$ cat src/design/tgbu_pkg.sv
`timescale 1ns / 1ps
`default_nettype none

package tgbu_pkg;

  // Widths of the fixed fields.
  localparam int DATA_W    = 16;
  localparam int COUNT_W   = 11;
  localparam int CFG_W     = 6;
  localparam int CFG_IDX_W = 2;
  localparam int COORD_W   = 7;
  localparam int STATUS_W  = 3;
  localparam int CELLS_W   = 2 * CFG_W;

  localparam logic [COUNT_W-1:0] COUNT_MAX = {COUNT_W{1'b1}};
  localparam logic [CFG_W-1:0]   RESET_DIM = 6'd8;

  typedef logic signed [DATA_W-1:0] sample_t;

  // Item kinds.
  localparam logic KIND_LOAD = 1'b0;
  localparam logic KIND_READ = 1'b1;

  // Result status codes.
  typedef enum logic [STATUS_W-1:0] {
    ST_ACCEPTED  = 3'd0,
    ST_COMMITTED = 3'd1,
    ST_REJECTED  = 3'd2,
    ST_READ_OK   = 3'd3,
    ST_READ_OOR  = 3'd4
  } status_t;

  // Configuration register indexes.
  typedef enum logic [CFG_IDX_W-1:0] {
    CFG_GRID_WIDTH  = 2'd0,
    CFG_GRID_HEIGHT = 2'd1
  } cfg_reg_t;

endpackage

`default_nettype wire

$ cat src/design/tgbu_lerp.sv
`timescale 1ns / 1ps
`default_nettype none

// Pipelined step between two Q8.8 values: a + floor(t * (b - a) / STEPS).
// The difference is split as d = q * STEPS + r with 0 <= r < STEPS, so the
// result is a + t * q + floor(t * r / STEPS). A new operation may enter every
// cycle.
module tgbu_lerp #(
  parameter int STEPS = 4,
  localparam int TW = (STEPS > 1) ? $clog2(STEPS) : 1
) (
  input  wire logic              clk,
  input  wire logic              rst,
  input  wire logic              in_valid,
  input  wire tgbu_pkg::sample_t a,
  input  wire tgbu_pkg::sample_t b,
  input  wire logic [TW-1:0]     t,
  output logic                   out_valid,
  output tgbu_pkg::sample_t      result
);

  import tgbu_pkg::*;

  localparam int DP_W   = 18;
  localparam int OFFS   = STEPS * ((65536 + STEPS - 1) / STEPS);
  localparam int QOFF   = OFFS / STEPS;
  localparam int QSH    = 22;
  localparam int RECIP  = ((2 ** QSH) + STEPS - 1) / STEPS;
  localparam int FSH    = 12;
  localparam int FRECIP = ((2 ** FSH) + STEPS - 1) / STEPS;
  localparam int Q_W    = DP_W + 1;
  localparam int TQ_W   = Q_W + TW + 1;
  localparam int TR_W   = 2 * TW;
  localparam int SUM_W  = TQ_W + 1;

  localparam logic [QSH:0] RECIP_C  = (QSH + 1)'(RECIP);
  localparam logic [FSH:0] FRECIP_C = (FSH + 1)'(FRECIP);

  logic [4:0] v;

  sample_t a1, a2, a3, a4, a5;
  logic [TW-1:0] t1, t2, t3;
  logic [DP_W-1:0] dp1, dp2, qp2;
  logic [TW-1:0] r3;
  logic signed [TQ_W-1:0] tq3, tq4, tq5;
  logic [TR_W-1:0] tr4;
  logic [TW-1:0] f5;

  logic signed [DATA_W:0] diff;
  logic [DP_W+QSH:0] qprod;
  logic [DP_W-1:0] rfull;
  logic signed [Q_W-1:0] q;
  logic [TR_W+FSH:0] fprod;
  logic signed [SUM_W-1:0] sum;

  // Stage one: biased difference, forced to zero when no step is taken.
  always_comb begin
    diff = (t == '0) ? '0 : ((DATA_W + 1)'(b) - (DATA_W + 1)'(a));
  end

  // Stage two: quotient of the biased difference by a reciprocal.
  always_comb begin
    qprod = (DP_W + QSH + 1)'(dp1) * (DP_W + QSH + 1)'(RECIP_C);
  end

  // Stage three: remainder and the whole-step part t * q.
  always_comb begin
    rfull = dp2 - DP_W'(32'(qp2) * STEPS);
    q     = $signed({1'b0, qp2}) - Q_W'(QOFF);
  end

  // Stage five: fractional part floor(t * r / STEPS).
  always_comb begin
    fprod = (TR_W + FSH + 1)'(tr4) * (TR_W + FSH + 1)'(FRECIP_C);
  end

  always_comb begin
    sum = SUM_W'(a5) + SUM_W'(tq5) + $signed(SUM_W'({1'b0, f5}));
  end

  always_ff @(posedge clk) begin
    if (rst) begin
      v <= '0;
    end else begin
      v <= {v[3:0], in_valid};
    end
    a1  <= a;
    t1  <= t;
    dp1 <= DP_W'(diff) + DP_W'(OFFS);
    a2  <= a1;
    t2  <= t1;
    dp2 <= dp1;
    qp2 <= qprod[QSH +: DP_W];
    a3  <= a2;
    t3  <= t2;
    r3  <= TW'(rfull);
    tq3 <= TQ_W'(q) * TQ_W'($signed({1'b0, t2}));
    a4  <= a3;
    tq4 <= tq3;
    tr4 <= TR_W'(t3) * TR_W'(r3);
    a5  <= a4;
    tq5 <= tq4;
    f5  <= fprod[FSH +: TW];
  end

  assign out_valid = v[4];
  assign result    = sample_t'(sum[DATA_W-1:0]);

endmodule

`default_nettype wire

$ cat config.mk
export PLATFORM = sky130hd
export DESIGN_NAME = tgbu_lerp
export DESIGN_NICKNAME = d
export VERILOG_FILES = /design/src/design/tgbu_pkg.sv /design/src/design/tgbu_lerp.sv
export SDC_FILE = /design/constraint.sdc
export NUM_CORES = 1
export LEC_CHECK = 0
export CORE_MARGIN = 3
export CORE_UTILIZATION = 51
export CTS_CLUSTER_DIAMETER = 50
export DETAILED_ROUTE_END_ITERATION = 8
export DONT_BUFFER_PORTS = 1
export PLACE_DENSITY = 0.66
export SLEW_MARGIN = 15
export SYNTH_ARGS = -nofsm -noshare
export SYNTH_HDL_FRONTEND = slang
export SYNTH_SLANG_ARGS = --single-unit
$ cat constraint.sdc
create_clock -name clk -period 4.1 [get_ports clk]
set_input_delay 0.82 -clock clk [delete_from_list [all_inputs] [get_ports clk]]
set_output_delay 0.82 -clock clk [all_outputs]
set_load 0.01 [all_outputs]
==> summary.md <==
| Metric | Value |
|---|---|
| Most frequent cell after synthesis | `dfxtp_1` |
| Hold Path Class | `flop to flop` |
| Later-pin clock latency in the skew report | `about 0.4 ns` |
| Post-Syn Area | `~6200 um^2` |
| CTS max path bufs | `2` |
| Internal Power | `between 3000 and 4000 uW` |
| Critical Path RT | `roughly 3.3 ns` |
| Synth Register Bits | `179` |
| DR DRC count | `0` |
| Routability Congestion | `just over 0.8` |
| Share of synthesized registers carrying an async set or reset | `0%` |
| # fillers | `between 900 and 1000` |
| Skew final | `about 0.0065 ns` |
| Clk pwr share | `between 30% and 40%` |
| CTS clock-pin slew for the worst setup and hold paths | `~0.060 ns` |
| IO Port Bufs | `0` |
| Post-synth EDFFs | `0` |
| Post-CTS Repair Setup Buffers | `0` |
| Pre-antenna DRT Iters | `4` |
| Post-synth top area cell | `dfxtp_1` |
| Layout cell share with drive strength beyond 1 | `6.75%` |
| Wirelength per Cell | `around 12 um` |
| Net switching power | `1150 uW` |
| TNS Setup | `0 ns` |
| TritonCTS clock tree | `done` |
| Fin. max-slew vios | `0` |
| Crit. Startpoint | `a5[1]` |
| Critical Path Start Type | `flop` |
| Area growth syn-to-layout | `12.6%` |
| CTS Hold Bufs | `0` |
| Initial antenna violation count | `0` |
| Crit path max fanout | `4` |
| Initial drt markers | `around 120` |
| Die Wd | `roughly 120 um` |
| Placed insts | `around 670` |
| Dpl ws | `approximately 0.53 ns` |
| Yosys warns | `0` |
| Total gr overflow | `0` |
| Tot GR Track Use | `13.5%` |
| Initial Util | `between 50% and 60%` |
| Power per cell area | `about 640 nW/um^2` |
| Syn avg cell area | `approximately 12 um^2` |
| Largest net degree at the start of global routing | `19` |
| CP Data Arrival Time | `roughly 3.1 ns` |
| Fin nets | `around 660` |
| # clock sinks | `about 180` |
| Cells after synthesis | `roughly 540` |
| Via count of the first global-routing pass | `3437` |
| Num CTS Buffers | `17` |
| Top cells by count, synth | `179 x dfxtp_1, 71 x ha_1, 30 x inv_1, 30 x nor2_1, 29 x and2_1` |
| Min Tclk post-route | `between 3 and 4 ns` |
| Period utilization | `between 90% and 100%` |
| Vias | `around 3400` |
| VDD IR-drop max | `between 200 and 300 uV` |
| Unrepaired setup endpoints after global routing | `no` |
| Std-Cell Rows | `39` |
| Syn_nets | `around 650` |
| Non-Filler Instances | `706` |
| H-tree Lvls | `4` |
| Run status | `finished, final reports clean` |
| First-pass GRT wire length | `around 14000 um` |
| Cts repair resizes | `0` |
| Die Span Y | `around 120 um` |
| Count of different cell masters after synthesis | `37` |
| Hold_sp | `tq3[2]` |
| Max Freq | `roughly 260 MHz` |
| Post-synthesis sequential area ratio | `around 58%` |
| Root Driver | `clkbuf_16` |
| Worst setup margin | `between 0.2 and 0.25 ns` |
| Via density | `4.87` |
| Antenna diodes | `0` |
| Critical path class | `flop to output pin` |
| Flop pwr share | `45.8%` |
| Antenna Nets Post-Route | `0` |
| Yosys top cell area share | `about 58%` |
| Synth top area cells | `dfxtp_1 58%, ha_1 14%, xnor2_1 3.2%` |
| Slew @ Worst Pin | `between 1 and 1.5 ns` |
| MaxCap Viol Count | `0` |
| CP endpoint kind | `output pin` |
| Worst reg2reg startpoint | `t2[0]` |
| Routed wire length | `roughly 8400 um` |
| Core Area | `11700 um^2` |
| Leakage | `0.00324 uW` |
| Sw Share | `between 20 and 30%` |
| Boundary Pins | `54` |
| Final hold viol count | `0` |
| Die area | `13500 um^2` |
| Final setup viols | `0` |
| Final hold slack | `roughly 0.32 ns` |
| Top_reg_cell synth | `dfxtp_1` |
| Comb pwr share | `18.5%` |
| Post-DP HPWL | `roughly 6500 um` |
| Relative slew slack | `between 20% and 30%` |
## through the flow
stage	area, um^2	util [%]	power [uW]
CTS	6990	59.9	4520
floorplan	6210	-	2750
global route	6990	60.0	4730
detailed placement	6380	54.7	2910
finish	6990	60.0	4470
global placement	6380	54.7	2890
## critical path: stages, from the launching register on
cell      delay [ns]
dfxtp_1         0.32
fa_1            0.47
ha_1            0.22
inv_1           0.07
fa_2            0.23
nor2b_4         0.05
o31a_1          0.26
o21a_1          0.19
o21a_1          0.23
a211oi_2        0.23
o21ai_0         0.12
xnor2_1         0.27
## logic make-up (layout without fill, tap and decap cells)
logic type                 count (synthesis)  count (layout)  share of synthesized area [%]
AOI/OAI and AO/OA                         95              95                           9.61
adders and majority gates                 76              76                           15.9
xor gates and xnor gates                  36              36                           5.07
DFF                                      179             179                           57.7
and+or+nand+nor                          114             114                           9.50
muxes                                      1               1                          0.161
buffers and inverters                     34              62                           2.07
## state kept, by name, summed over array words and instances (netlist names), 15 cells and up
name and flops:
a3 16, dp1 17, tq5 16, a2 16
tq3 16, a1 16, qp2 15, a5 16
tq4 16, a4 16
## path summary, 6_finish.rpt
| check | endpoint | slack, ns | depth (start not counted) |
|---|---|---|---|
| max | result[15] | 0.21 | 11 |
| min | tq4[2] | 0.32 | 0 |
| max reg2reg | tq3[14] | 1.17 | 11 |
| min reg2reg | tq4[2] | 0.32 | 0 |
## routing by layer
| layer | global-route usage, % | part of all wire, % | vias to the layer above |
|---|---|---|---|
| met3 | 4.35 | 4.6 | 11 |
| met1 | 16.2 | 48 | 1517 |
| li1 | - | - | 1836 |
| met5 | 0 | 0 | - |
| met4 | 6.81 | 2.0 | 0 |
| met2 | 21.7 | 45 | 72 |
## cell usage in the layout, fill, tap and decap left out, types with 12 or more instances in the layout
cell type  instances
nand2_1           17
dfxtp_1          179
xor2_1            13
a21o_1            12
o21ai_0           19
and2_1            29
xnor2_1           23
nor2b_1           13
a21oi_1           26
ha_1              71
inv_1             30
nor2_1            30
clkbuf_16         17
## power by group through the flow
stage	registers (uW)	clock network [uW]	logic (uW)
after CTS	2050	1630	831
after detailed placement	2090	0	817
after floorplan	2060	0	687
after global routing	2070	1710	945
after global placement	2080	0	801
final	2050	1600	829
## final cells by class
type	count	area (um^2)	share of cell area, %
Sequential cell	179	3580	51.2
Multi-Input combinational cell	322	2510	35.9
Clock buffer	20	457	6.53
Clock inverter	12	154	2.20
Tap cell	143	179	2.56
Inverter	30	113	1.61
Note: power is estimated with default switching activity, not from simulation.
